`config.mk`:
```
export PLATFORM = sky130hd
export DESIGN_NAME = nbc_ctrl
export DESIGN_NICKNAME = d
export VERILOG_FILES = /design/src/nbc_pkg.sv /design/src/nbc_ctrl.sv
export SDC_FILE = /design/constraint.sdc
export NUM_CORES = 1
export LEC_CHECK = 0
export BUFFER_PORTS_ARGS = -buffer_cell sky130_fd_sc_hd__buf_2
export CORE_AREA = 5 5 42 44
export DETAILED_ROUTE_END_ITERATION = 10
export DIE_AREA = 0 0 47 49
export PLACE_DENSITY = 0.69
export SKIP_LAST_GASP = 1
export SYNTH_ARGS = -nofsm -noshare
export SYNTH_HDL_FRONTEND = slang
export SYNTH_SLANG_ARGS = --single-unit
```
`constraint.sdc`:
```
create_clock -name clk -period 1.5 [get_ports clk]
set_clock_uncertainty 0.2 [all_clocks]
set_input_delay 0.45 -clock clk [delete_from_list [all_inputs] [get_ports clk]]
set_output_delay 0.45 -clock clk [all_outputs]
set_load 0.1 [all_outputs]
```
`src/nbc_pkg.sv`:
```
//------------------------------------------------------------------------------
// nbc_pkg: shared types and constants for the naive Bayes classifier
// Holds default sizes, request codes, controller states, the command/status
// structs and the fixed-point log2 function.
//------------------------------------------------------------------------------
`default_nettype none
package nbc_pkg;

    localparam int DEF_MAX_FEATURES = 16;
    localparam int DEF_VALUE_LEVELS = 16;
    localparam int DEF_MAX_CLASSES  = 4;
    localparam int DEF_COUNT_WIDTH  = 16;

    localparam int FUNC_W  = 2;
    localparam int FIDX_W  = 4;
    localparam int VAL_W   = 4;
    localparam int LABEL_W = 2;
    localparam int NF_W    = 5;
    localparam int NC_W    = 3;
    localparam int ADDR_W  = 3;
    localparam int DATA_W  = 32;

    // Score accumulator: log2q of values up to 2^33 fits in 14 bits, and up to
    // 64 feature terms plus the prior are summed.
    localparam int LOGQ_W  = 14;
    localparam int SCORE_W = 22;

    localparam logic [FUNC_W-1:0] FUNC_TRAIN = 2'd0;
    localparam logic [FUNC_W-1:0] FUNC_TEST  = 2'd1;
    localparam logic [FUNC_W-1:0] FUNC_CLEAR = 2'd2;

    localparam logic [ADDR_W-1:0] REG_NUM_FEATURES = 3'd0;
    localparam logic [ADDR_W-1:0] REG_NUM_CLASSES  = 3'd4;

    typedef enum logic [3:0] {
        ST_IDLE,
        ST_CLEAR,
        ST_TRAIN_WR,
        ST_CLS_START,
        ST_CLS_RD,
        ST_CLS_ACC,
        ST_CLS_NEXT,
        ST_RESULT
    } state_t;

    typedef struct packed {
        logic clear_start;   // reset sweep address, clear row counts
        logic clear_step;    // write zero at sweep address
        logic train_read;    // read count cell and distinct count of item
        logic train_write;   // write back incremented counts
        logic test_store;    // store test value
        logic cls_init;      // start the class walk
        logic cls_acc;       // add the feature term
        logic cls_next;      // close class, compare, step to next class
        logic res_load;      // load the result register
    } cmd_t;

    typedef struct packed {
        logic clear_done;
        logic feat_last;
        logic class_last;
        logic out_busy;
    } stat_t;

    // 256*floor(log2 x) + 8 bits after the leading one; x = 0 gives 0.
    function automatic logic [LOGQ_W-1:0] log2q(input logic [33:0] x);
        logic [5:0]  p;
        logic [41:0] sh;
        begin
            p = '0;
            for (int i = 0; i < 34; i++)
                if (x[i]) p = 6'(i);
            sh = {x, 8'd0} >> p;
            log2q = (x == '0) ? '0 : LOGQ_W'({p, sh[7:0]});
        end
    endfunction

endpackage
`default_nettype wire

```
`src/nbc_ctrl.sv`:
```
//------------------------------------------------------------------------------
// nbc_ctrl: request sequencer
// Decodes each accepted request and steps the datapath through training,
// clearing and classification.
//------------------------------------------------------------------------------
`default_nettype none
module nbc_ctrl
    import nbc_pkg::*;
(
    input  wire logic              clk,
    input  wire logic              rst_n,
    input  wire logic              in_valid,
    output logic                   in_stall,
    input  wire logic [FUNC_W-1:0] func,
    input  wire logic              train_ok,
    input  wire logic              last,
    input  wire stat_t             stat,
    output cmd_t                   cmd
);
    state_t state_reg, state_next;
    logic   accept;

    assign accept = in_valid && !in_stall;

    // Reset starts with a sweep that zeroes the count memory.
    always_ff @(posedge clk or negedge rst_n)
    begin
        if (!rst_n)
            state_reg <= ST_CLEAR;
        else
            state_reg <= state_next;
    end

    always_comb
    begin
        state_next = state_reg;
        case (state_reg)
            ST_IDLE:
            begin
                if (accept)
                begin
                    case (func)
                        FUNC_TRAIN: if (train_ok) state_next = ST_TRAIN_WR;
                        FUNC_CLEAR: state_next = ST_CLEAR;
                        FUNC_TEST:  if (last) state_next = ST_CLS_START;
                        default:    state_next = ST_IDLE;
                    endcase
                end
            end
            ST_CLEAR:     if (stat.clear_done) state_next = ST_IDLE;
            ST_TRAIN_WR:  state_next = ST_IDLE;
            ST_CLS_START: state_next = ST_CLS_RD;
            ST_CLS_RD:    state_next = ST_CLS_ACC;
            ST_CLS_ACC:   state_next = stat.feat_last ? ST_CLS_NEXT : ST_CLS_RD;
            ST_CLS_NEXT:  state_next = stat.class_last ? ST_RESULT : ST_CLS_RD;
            ST_RESULT:    if (!stat.out_busy) state_next = ST_IDLE;
            default:      state_next = ST_IDLE;
        endcase
    end

    always_comb
    begin
        cmd      = '0;
        in_stall = (state_reg != ST_IDLE);
        case (state_reg)
            ST_IDLE:
            begin
                cmd.clear_start = accept && (func == FUNC_CLEAR);
                cmd.train_read  = accept && (func == FUNC_TRAIN) && train_ok;
                cmd.test_store  = accept && (func == FUNC_TEST);
            end
            ST_CLEAR:     cmd.clear_step  = 1'b1;
            ST_TRAIN_WR:  cmd.train_write = 1'b1;
            ST_CLS_START: cmd.cls_init    = 1'b1;
            ST_CLS_ACC:   cmd.cls_acc     = 1'b1;
            ST_CLS_NEXT:  cmd.cls_next    = 1'b1;
            ST_RESULT:    cmd.res_load    = !stat.out_busy;
            default:      cmd = '0;
        endcase
    end

`ifndef SYNTHESIS
    a_train_pair: assert property (@(posedge clk) disable iff (!rst_n)
        state_reg == ST_TRAIN_WR |=> state_reg == ST_IDLE)
        else $error("train write not followed by idle");
    a_stall_busy: assert property (@(posedge clk) disable iff (!rst_n)
        state_reg != ST_IDLE |-> in_stall)
        else $error("request taken while busy");
    a_result_once: assert property (@(posedge clk) disable iff (!rst_n)
        cmd.res_load |=> state_reg == ST_IDLE)
        else $error("result loaded without return to idle");
`endif
endmodule
`default_nettype wire

```
; Word level (Yosys, flattened, before mapping)
; Index checks and enable logic that the tools add are counted.
[word_totals]
reg_bits = 4
in_bits = 11
out_inout_bits = 10
elab_cells = 44
[classes]
n_eq_ne = 14
mux = 18
reduce_logical = 11
[op_table]
columns = op, n
row1 = $pmux 4 s7, 1
row2 = $mux 4, 5
row3 = $eq 4x3->1 const B, 4
row4 = $pmux 4 s3, 1
row5 = $mux 1, 9
row6 = $eq 4x2->1 const B, 2
row7 = $ne 2x2->1 const B, 3
row8 = $ne 3x3->1 const B, 2
row9 = $logic_and 1x1->1, 5
row10 = $reduce_and 5->1, 1
row11 = $eq 4x1->1 const B, 1
row12 = $logic_not 4->1, 1
row13 = $mux 2, 2
row14 = $reduce_bool 4->1, 1
row15 = $eq 2x1->1 const B, 1
row16 = $eq 2x2->1 const B, 1
row17 = $logic_not 1->1, 2
row18 = $logic_not 2->1, 1

; Depth between registers and ports, before layout
[depth]
ltp_word = 6
ltp_mapped = 5
ltp_nobuf = 5

; Worst setup path before layout
; No wires, ideal clock.
[synth_path]
kind = register to output
from = register state_reg[0]
to = output cmd[7] (netlist name)
t_arrival_ns = 2.878
t_required_ns = 0.850
slack_ns = -2.028
stages_incl_launch_ff = 3
path_buffers = 1
cell_sequence = dfstp_2 clkbuf_4 nor3b_1
[synth_rtl]
columns = item, line_no
row1 = start: declaration, nbc_ctrl.sv:20  ; state_t state_reg, state_next;
row2 = start signal: assignment, nbc_ctrl.sv:31  ; state_reg <= state_next;
row3 = end: declaration, nbc_ctrl.sv:18  ; output cmd_t cmd

==> impl_metrics.yaml <==
flow_run:
  cap_violations: 0
timing:
  worstMarginPinSlew_ps: 257
  setup_viol: 12
  slew_headroom_pct: 82.8
  grt_setup_unrepaired: "true"
  min_period_ps: 2050
  period_share_pct: 137
  timing.fmax_mhz: 487
  fin_ws_ps: -551
  timing.hold.ws_ps: 329
  slew_viol_final: 0
  hold_viol: 0
route:
  vias: 496
  drtAntennaViolNets: 0
  drt-initial-drc-count: 9
  dr.pass1.iters: 4
  viasPerCell: 4.86
  routed_wl_microns: 1350
  wire_per_inst_microns: 13.2
  drc: 0
logic_synthesis:
  synth_top_area_cell: "dfrtp_1"
  syn_area_sq_um: 385
  synth_edf_count: 0
  ys_types: 26
  syn_avg_cell_area_sq_um: 8.76
  synthTopCellsByArea: "dfrtp_1 (13%), ha_1 (13%), dfstp_2 (6.8%)"
  synthesis.nets: 59
  synthArstFlopShare_pct: 100
  ys_seq_area_share_pct: 19.8
  synth_most_common_cell: "ha_1"
  netlist_instances: 44
  yosys_warnings: 0
  synth_seq_cells: 3
  synthTopCellsByCount: "ha_1 (4), a31oi_1 (3), inv_1 (3), nor2_1 (3), or2b_1 (3)"
  synth_top_area_share_pct: 13.0
  synth_flop_cell: "dfrtp_1"
global_route:
  grt_use_total_pct: 13.2
  grt_pass1_wl_microns: 2180
  grt_pass1_vias: 565
  gr-total-overflow: 0
  grt_max_degree: 11
  antenna_found_initial: 0
power:
  vdd_drop_max_mv: 1.31
  p_leak_nw: 0.426
  power_density_nw_per_um2: 2010
die:
  num_rows: 14
  initial_core_util_pct: 27.5
  coreArea_sq_um: 1400
  die_height_microns: 49
  die_area_sq_um: 2300
  die_w_microns: 47
  num_io_pins: 21
clock_tree:
  root_buffer: "clkbuf_4"
  cts_tree: "yes"
  htreeDepth: 1
  clk_pin_slew_ps: 40
  cts_buffers: 3
  clock-sinks: 3
  insertion_delay_ps: 250
  clk_path_buf_depth: 2
finish:
  layout.cells.non_filler: 102
  layout.nets: 102
  largest_reg_flops: 3
  area_growth_syn_to_layout_pct: 145
  antennaDiodeCount: 0
  fillers: 111
  drive_gt1_share_pct: 73.3
  final_util_pct: 67.3
worst_hold_path:
  hold_path_class: "in -> async"
worst_setup_path:
  path_class: "reg -> out"
  start_kind: "flop"
  critPathCaptureType: "output pin"
  cp.required_ps: 850
  arrival_ps: 1400
  cp_max_fo: 6
place:
  place_congestion: 0.794
  dp_hpwl_microns: 950
  io_buffer_count: 20
  dpl.cell_count: 94
status:
  failed_checks: "setup timing"
  status: "finished, violations left"
==> layout make-up <==
cell class                 count  area [sq um]  area share, %
timing repair buffer          41           444           47.1
multi-input combinational     35           363           38.5
sequential                     3          76.3           8.09
clock buffer                   4          26.3           2.79
tap                           16          20.0           2.12
inverter                       3          13.8           1.46
==> where the power goes <==
group | internal, mW | leakage (nW) | total, mW | switching (mW)
Combinational | 0.705 | 0.378 | 1.54 | 0.839
Clock | 0.100 | 0.0150 | 0.150 | 0.0498
Sequential | 0.132 | 0.0334 | 0.201 | 0.0691
Total | 0.938 | 0.426 | 1.90 | 0.958
==> critical path, stage by stage, from the launching register on <==
cell and delay (ps):
dfstp_2 620, nand2_4 80, nor3b_4 240, buf_12 210
==> placed cells by master (no fill, tap or decap) <==
cell type and instances:
a211oi_2 1, a21boi_2 1, a21oi_1 2, a22oi_1 1, a31oi_1 2, a31oi_4 1, and2b_2 2, and3_4 2
and3b_2 1, and4_4 1, buf_12 10, buf_2 10, buf_4 11, buf_6 9, clkbuf_1 1, clkbuf_4 3
dfrtp_1 2, dfstp_2 1, dlygate4sd3_1 1, ha_1 4, inv_1 2, inv_4 1, mux2_1 1, nand2_1 1
nand2_4 1, nand4_1 1, nor2_2 1, nor2_4 2, nor3_1 1, nor3_2 1, nor3_4 1, nor3b_4 3
o21ai_1 1, or2b_1 3
==> stage by stage <==
step	setup slack (ps)	TNS, ps	power [mW]	cell area (sq um)
after global placement	-339	-2830	1.47	806
after global routing	-610	-5580	1.98	943
after floorplan	-745	-5520	1.05	447
after CTS	-526	-4900	1.84	927
after detailed placement	-372	-2930	1.50	806
final	-551	-5050	1.90	943
==> timing repair <==
action | 4_1_cts | 5_1_grt
hold endpoints to repair | 3 | 0
gates resized for setup | 13 | 5
pin swaps | 6 | 3
setup buffers | 4 | 1
setup endpoints to repair | 11 | 13
hold buffers | 1 | 0
==> per-layer routing <==
layer / up-vias / GRT usage, % / part of all wire (%)
met2: 23 / 22.2 / 53
li1: 243 / - / -
met1: 225 / 12.8 / 37
met3: 5 / 3.69 / 7.2
met4: 0 / 10.1 / 2.7
met5: - / 0 / 0
==> logic make-up after synthesis <==
logic type,count (synthesis),synth area share [%]
adders and majority gates,4,13.0
DFF,3,19.8
buffers and inverters,6,11.4
muxes,1,2.92
and+or+nand+nor,21,37.0
AOI/OAI and AO/OA,9,15.9
==> path summary, 6_finish.rpt <==
kind / slack (ps) / depth (start not counted) / to / startpoint
min: 330 / 2 / state_reg[2] / rst_n
max reg2reg: -120 / 6 / state_reg[1] / state_reg[1]
max in group asynchronous: 580 / 2 / state_reg[0] / rst_n
min reg2reg: 580 / 4 / state_reg[2] / state_reg[0]
max: -550 / 3 / cmd[0] / state_reg[0]
min in group clk: 380 / 4 / state_reg[0] / stat[3]
(Power assumes the default switching activity.)
